===== config.mk =====
export PLATFORM = sky130hd
export DESIGN_NAME = ordered_unique_value_set
export DESIGN_NICKNAME = d
export VERILOG_FILES = /design/src/sv/ouvs_pkg.sv /design/src/sv/ouvs_ctrl.sv /design/src/sv/ouvs_dp.sv /design/src/sv/ordered_unique_value_set.sv
export SDC_FILE = /design/constraint.sdc
export NUM_CORES = 1
export LEC_CHECK = 0
export BUFFER_PORTS_ARGS = -buffer_cell sky130_fd_sc_hd__buf_2
export CAP_MARGIN = 0
export CORE_ASPECT_RATIO = 0.7
export CORE_UTILIZATION = 25
export DETAILED_ROUTE_END_ITERATION = 8
export GPL_TIMING_DRIVEN = 1
export RECOVER_POWER = 25
export SLEW_MARGIN = 20
export SYNTH_ARGS = -nofsm -noshare
export SYNTH_HDL_FRONTEND = slang
export SYNTH_SLANG_ARGS = --single-unit

===== constraint.sdc =====
create_clock -name clk -period 6 [get_ports clk]
set_clock_uncertainty 0.15 [all_clocks]
set_input_delay 1.2 -clock clk [delete_from_list [all_inputs] [get_ports clk]]
set_output_delay 1.2 -clock clk [all_outputs]
set_load 0.02 [all_outputs]

===== src/sv/ouvs_pkg.sv =====
// ----------------------------------------------------------------------------
// ouvs_pkg: shared types and constants for the ordered unique value set
// Item and result structs, action codes, controller states, command bundle.
// ----------------------------------------------------------------------------
package ouvs_pkg;

	localparam int DEF_CAPACITY = 16;
	localparam int VALUE_W      = 32;
	localparam int ACTION_W     = 2;
	localparam int POS_W        = 4;
	localparam int COUNT_W      = 5;

	// action codes; the unused code behaves as a look up
	localparam logic [ACTION_W-1:0] ACT_ADD  = 2'd0;
	localparam logic [ACTION_W-1:0] ACT_DEL  = 2'd1;
	localparam logic [ACTION_W-1:0] ACT_FIND = 2'd2;

	typedef struct packed {
		logic [ACTION_W-1:0]       action;
		logic signed [VALUE_W-1:0] value;
	} in_t;

	typedef struct packed {
		logic               was_present;
		logic [POS_W-1:0]   position;
		logic [COUNT_W-1:0] count;
		logic               overflow;
	} out_t;

	typedef enum logic {
		ST_IDLE,
		ST_UPDATE
	} state_t;

	// commands from controller to datapath
	typedef struct packed {
		logic load;
		logic update;
	} cmd_t;

endpackage


===== src/sv/ouvs_ctrl.sv =====
// ----------------------------------------------------------------------------
// ouvs_ctrl: controller for the ordered unique value set
// Two-state sequencer: accept an item and search, then apply the update.
// ----------------------------------------------------------------------------
module ouvs_ctrl (
	input  logic             clk,
	input  logic             arst_n,
	input  logic             start,
	output logic             busy,
	output logic             done,
	output ouvs_pkg::cmd_t   cmd
);

	ouvs_pkg::state_t state_q;
	ouvs_pkg::state_t state_nxt;
	logic             done_q;

	// next state
	always_comb begin
		state_nxt = state_q;
		case (state_q)
			ouvs_pkg::ST_IDLE: begin
				if (start) state_nxt = ouvs_pkg::ST_UPDATE;
			end
			ouvs_pkg::ST_UPDATE: begin
				state_nxt = ouvs_pkg::ST_IDLE;
			end
			default: begin
				state_nxt = ouvs_pkg::ST_IDLE;
			end
		endcase
	end

	// outputs
	always_comb begin
		busy       = 1'b0;
		cmd.load   = 1'b0;
		cmd.update = 1'b0;
		case (state_q)
			ouvs_pkg::ST_IDLE: begin
				cmd.load = start;
			end
			ouvs_pkg::ST_UPDATE: begin
				busy       = 1'b1;
				cmd.update = 1'b1;
			end
			default: begin
				busy = 1'b0;
			end
		endcase
	end

	// hold state and result strobe
	always_ff @(posedge clk or negedge arst_n) begin
		if (!arst_n) begin
			state_q <= ouvs_pkg::ST_IDLE;
			done_q  <= 1'b0;
		end else begin
			state_q <= state_nxt;
			done_q  <= cmd.update;
		end
	end

	assign done = done_q;

`ifndef SYNTH
	a_accept_then_busy: assert property (@(posedge clk) disable iff (!arst_n)
		start && !busy |=> busy)
		else $error("accepted item did not enter update");
	a_update_then_done: assert property (@(posedge clk) disable iff (!arst_n)
		cmd.update |=> done)
		else $error("update not followed by result strobe");
	a_busy_one_cycle: assert property (@(posedge clk) disable iff (!arst_n)
		busy |=> !busy)
		else $error("busy held longer than one cycle");
`endif

endmodule


===== src/sv/ouvs_dp.sv =====
// ----------------------------------------------------------------------------
// ouvs_dp: datapath for the ordered unique value set
// Row of value cells with parallel compare, append, shift-down delete.
// ----------------------------------------------------------------------------
module ouvs_dp #(
	parameter int CAPACITY = ouvs_pkg::DEF_CAPACITY
) (
	input  logic           clk,
	input  logic           arst_n,
	input  ouvs_pkg::cmd_t cmd,
	input  ouvs_pkg::in_t  item,
	output ouvs_pkg::out_t result
);

	localparam int IW = (CAPACITY > 1) ? $clog2(CAPACITY) : 1;
	localparam int CW = $clog2(CAPACITY + 1);

	logic [ouvs_pkg::VALUE_W-1:0]  cells_q [CAPACITY];
	logic [CW-1:0]                 count_q;
	logic [CAPACITY-1:0]           match_s1;
	logic [ouvs_pkg::ACTION_W-1:0] action_s1;
	logic [ouvs_pkg::VALUE_W-1:0]  value_s1;
	ouvs_pkg::out_t                result_q;

	logic [CAPACITY-1:0] match;
	logic                present;
	logic [IW-1:0]       slot;
	logic                is_add;
	logic                is_del;
	logic                add_en;
	logic                del_en;
	logic                full;
	logic [CW-1:0]       count_nxt;
	logic [IW+ouvs_pkg::POS_W-1:0]   pos_ext;
	logic [CW+ouvs_pkg::COUNT_W-1:0] cnt_ext;

	// compare the incoming value against every held cell
	always_comb begin
		for (int i = 0; i < CAPACITY; i++) begin
			match[i] = (cells_q[i] == $unsigned(item.value)) && (CW'(i) < count_q);
		end
	end

	// capture item and match vector at accept
	always_ff @(posedge clk) begin
		if (cmd.load) begin
			match_s1  <= match;
			action_s1 <= item.action;
			value_s1  <= $unsigned(item.value);
		end
	end

	// locate first match and decide the update
	always_comb begin
		slot = '0;
		for (int i = CAPACITY - 1; i >= 0; i--) begin
			if (match_s1[i]) slot = IW'(i);
		end
		present   = |match_s1;
		is_add    = (action_s1 == ouvs_pkg::ACT_ADD);
		is_del    = (action_s1 == ouvs_pkg::ACT_DEL);
		full      = (count_q == CW'(CAPACITY));
		add_en    = cmd.update && is_add && !present && !full;
		del_en    = cmd.update && is_del && present;
		count_nxt = count_q;
		if (add_en) count_nxt = count_q + 1'b1;
		else if (del_en) count_nxt = count_q - 1'b1;
		pos_ext   = {{ouvs_pkg::POS_W{1'b0}}, (present ? slot : IW'(0))};
		cnt_ext   = {{ouvs_pkg::COUNT_W{1'b0}}, count_nxt};
	end

	// append at the tail or shift later cells down one place
	for (genvar g = 0; g < CAPACITY; g++) begin : g_cell
		if (g < CAPACITY - 1) begin : g_mid
			always_ff @(posedge clk) begin
				if (add_en && (CW'(g) == count_q)) cells_q[g] <= value_s1;
				else if (del_en && (IW'(g) >= slot)) cells_q[g] <= cells_q[g+1];
			end
		end else begin : g_last
			always_ff @(posedge clk) begin
				if (add_en && (CW'(g) == count_q)) cells_q[g] <= value_s1;
			end
		end
	end

	// hold the fill count
	always_ff @(posedge clk or negedge arst_n) begin
		if (!arst_n) begin
			count_q <= '0;
		end else begin
			count_q <= count_nxt;
		end
	end

	// register the result
	always_ff @(posedge clk) begin
		if (cmd.update) begin
			result_q.was_present <= present;
			result_q.position    <= pos_ext[ouvs_pkg::POS_W-1:0];
			result_q.count       <= cnt_ext[ouvs_pkg::COUNT_W-1:0];
			result_q.overflow    <= is_add && !present && full;
		end
	end

	assign result = result_q;

`ifndef SYNTH
	a_count_bound: assert property (@(posedge clk) disable iff (!arst_n)
		count_q <= CW'(CAPACITY))
		else $error("fill count above capacity");
	a_count_idle: assert property (@(posedge clk) disable iff (!arst_n)
		!cmd.update |=> count_q == $past(count_q))
		else $error("fill count moved outside update");
	a_del_shrinks: assert property (@(posedge clk) disable iff (!arst_n)
		del_en |=> count_q == $past(count_q) - 1'b1)
		else $error("delete did not drop the fill count");
`endif

endmodule


===== src/sv/ordered_unique_value_set.sv =====
// ----------------------------------------------------------------------------
// ordered_unique_value_set: set of distinct values kept in insertion order
// Add appends an absent value, delete removes a value and closes the gap,
// look up reports presence and position.
// ----------------------------------------------------------------------------
// Usage:
//   Drive item (action, value) with start high; the item is taken at a rising
//   edge where start is high and busy is low. The held cells are compared
//   with the value in the accept cycle, the store is updated in the next.
//   busy is high for that one update cycle, so no new item is taken while the
//   update is applied to the cell row.
//   The result (was_present, position, count, overflow) appears on result
//   with done high for exactly one cycle, the cycle after the update cycle,
//   and is taken at the rising edge that closes that cycle. It
//   reflects the presence and position before the action and the count
//   after it. The receiver cannot stall, so results must be taken as
//   they come; the next item may be accepted in the cycle done is high.
//   Reset (arst_n low) empties the set at once; cell contents are not
//   cleared and never read until written.
// ----------------------------------------------------------------------------
module ordered_unique_value_set #(
	parameter int CAPACITY = ouvs_pkg::DEF_CAPACITY
) (
	input  logic           clk,
	input  logic           arst_n,
	input  logic           start,
	output logic           busy,
	input  ouvs_pkg::in_t  item,
	output logic           done,
	output ouvs_pkg::out_t result
);

	ouvs_pkg::cmd_t cmd;

	ouvs_ctrl u_ctrl (
		.clk    (clk),
		.arst_n (arst_n),
		.start  (start),
		.busy   (busy),
		.done   (done),
		.cmd    (cmd)
	);

	ouvs_dp #(
		.CAPACITY (CAPACITY)
	) u_dp (
		.clk    (clk),
		.arst_n (arst_n),
		.cmd    (cmd),
		.item   (item),
		.result (result)
	);

endmodule


==> results.toml <==
[cts]
cts_made_buffers = 56
clockBufferDepth = 3
path_clk_slew_ns = 0.07
root_buffer = "clkbuf_16"
post_cts_resized = 0
cts_max_level = 2
cts_sinks = 580
hold_buffers = 0
clock_latency_ns = 0.65
cts_tree = "done"
cts_setup_buffers = 0

[floorplan]
dieArea_mm2 = 0.122
die_w_um = 418
start_util_pct = 25.3
fp-row-count = 106
ioPinCount = 50
coreArea_mm2 = 0.120
die_h_um = 293

[pwr]
p_per_area_mw_per_mm2 = 288
total_power_mw = 9.80
ir_drop_v = 0.000260
p_leak_nw = 11.0

[route]
drtIter0Drc = 2590
drt-total-wl_um = 109000
viasPerCell = 4.92
vias = 19400
drc_errors = 0
ant_nets = 0
wl_per_cell_um = 27.6
first_pass_iters = 5

[logic_synthesis]
syn_nets = 2296
synth-edff-count = 573
synth-main-ff-cell = "edfxtp_1"
synth_cell_types = 62
synth_top_area_cell = "edfxtp_1"
synth_common_cells = "edfxtp_1 (573), nand2_1 (310), xnor2_1 (278)"
yosysMostFrequentCell = "edfxtp_1"
syn_inst = 2254
synthTopCellsByArea = "edfxtp_1 (57%), xnor2_1 (8.0%), mux2_2 (7.6%)"
synth-seq-cells = 580
synth.top_cell.area_share_pct = 56.8
synth_area_mm2 = 0.0303
synth_warnings = 0
seq_area_frac_synth_pct = 57.4
synthArstFlopShare_pct = 1.21
avgSynthCellArea_um2 = 13.4

[placed_design]
portBuffers = 49
routabilityCongestion = 0.949
hpwl_um = 75500
placed_cell_area_mm2 = 0.0324
dpl.cell_count = 3824

[grt]
grt_start_max_net_pins = 40
grt_pass1_vias = 18700
grt_antenna_before_repair = 9
gr-total-overflow = 0
grt_pass1_wl_um = 149000
grtUsageTotal_pct = 17.4

[timing]
worst_slew_pin_slew_ns = 2.96
slew_headroom_pct = -97.9
rsz0062_at_grt = "no"
fmaxAchievable_mhz = 203
period_share_pct = 82.0
finalHoldViolCount = 0
finalSetupTns_ns = 0
min_period_ns = 4.92
setup_viol = 0
drv_slew = 608

[finish]
instances_no_fill = 3933
n_fill_cell = 12100
area_growth_syn_to_layout_pct = 12.6
drive_gt1_share_pct = 18.0
design_area_mm2 = 0.0341
nets = 2307

[setup_path]
cp_max_fo = 32
crit_chain = "nor2b_1 > clkbuf_1"
cp_slowest_cell = "nor2b_1"
cp.required_ns = 6.06
cp-end-kind = "register"
startpoint_type = "register"
critical_path_class = "register to register"
critical-path-max-stage-delay_ns = 2.28
arrival_ns = 4.98

[job]
drv_cap = 38

[hold_path]
min_path_type = "input pin to async pin"

[run_status]
violations = "max-capacitance violations, max-slew violations"
status = "finished with violations"
-- routing by layer --
metal | part of all wire (%) | vias to the layer above | GRT usage (%)
met5 | 0.018 | - | 0
met4 | 2.7 | 4 | 4.44
met3 | 14 | 181 | 7.58
met2 | 40 | 1198 | 24.1
met1 | 43 | 9796 | 24.4
li1 | - | 8189 | -
-- per-stage QoR --
stage / utilization, % / hold slack, ns / worst slack [ns]
after floorplan: - / 0.343 / 1.28
after global placement: 27.0 / 0.392 / 1.13
after detailed placement: 27.1 / 0.406 / 1.62
after CTS: 28.6 / 0.220 / 1.87
after global routing: 28.4 / 0.325 / 0.816
final: 28.4 / 0.310 / 1.08
-- kinds of logic after synthesis --
logic type	Yosys count	share of synthesized area, %
DFF	580	57.4
and+or+nand+nor	540	8.56
xor gates and xnor gates	513	14.8
muxes	352	13.7
buffers and inverters	175	2.60
AOI/OAI and AO/OA	89	2.65
adders and majority gates	5	0.207
-- power by group --
part           internal, mW  total (mW)  switching [mW]
Clock                  1.95        3.59            1.64
Sequential             4.66        4.95           0.290
Combinational         0.444        1.26           0.815
Total                  7.05        9.80            2.75
-- path summary, 6_finish.rpt --
check,from,end,slack (ns),cells past startpoint
min,arst_n,u_ctrl.done,0.31,1
min reg2reg,u_dp.cells_q[0][144],u_dp.cells_q[0][112],0.41,2
max,u_ctrl.state_q,u_dp.match_s1[10],1.08,2
min in group clk,u_dp.cells_q[0][144],u_dp.cells_q[0][112],0.41,2
max in group asynchronous,arst_n,u_dp.count_q[3],5.09,1
max reg2reg,u_ctrl.state_q,u_dp.match_s1[10],1.08,2
-- cells in the final DEF, fill, tap and decap left out, drive strengths merged, types with 32 or more instances in the layout --
cell type,instances
edfxtp,573
mux2,352
o2bb2ai,32
clkbuf,139
xor2,235
nand4,77
nand2,311
nor4,78
buf,57
xnor2,278
-- state kept, by name, summed over array words and instances (netlist names) --
name	count
u_ctrl.done	1
u_ctrl.state_q	1
u_dp.action_s1	2
u_dp.cells_q	512
u_dp.count_q	5
u_dp.match_s1	16
u_dp.result	11
u_dp.value_s1	32
-- worst max-delay path: cells and delay by family, from the launching register on --
family        cells  cell delay, ns
flops             1            0.65
simple gates      1            2.28
buf+inv           1            1.42
-- cell type report --
| class | instances | area, µm² | share of cell area, % |
|---|---|---|---|
| sequential | 580 | 17400 | 51.0 |
| multi-input combinational | 1499 | 12200 | 35.8 |
| tap | 1620 | 2030 | 5.95 |
| clock buffer | 78 | 1530 | 4.48 |
| timing repair buffer | 118 | 667 | 1.96 |
| clock inverter | 26 | 240 | 0.705 |
| inverter | 10 | 37.5 | 0.110 |
| antenna | 2 | 5.00 | 0.0147 |
Power figures use the tool's default switching activity.
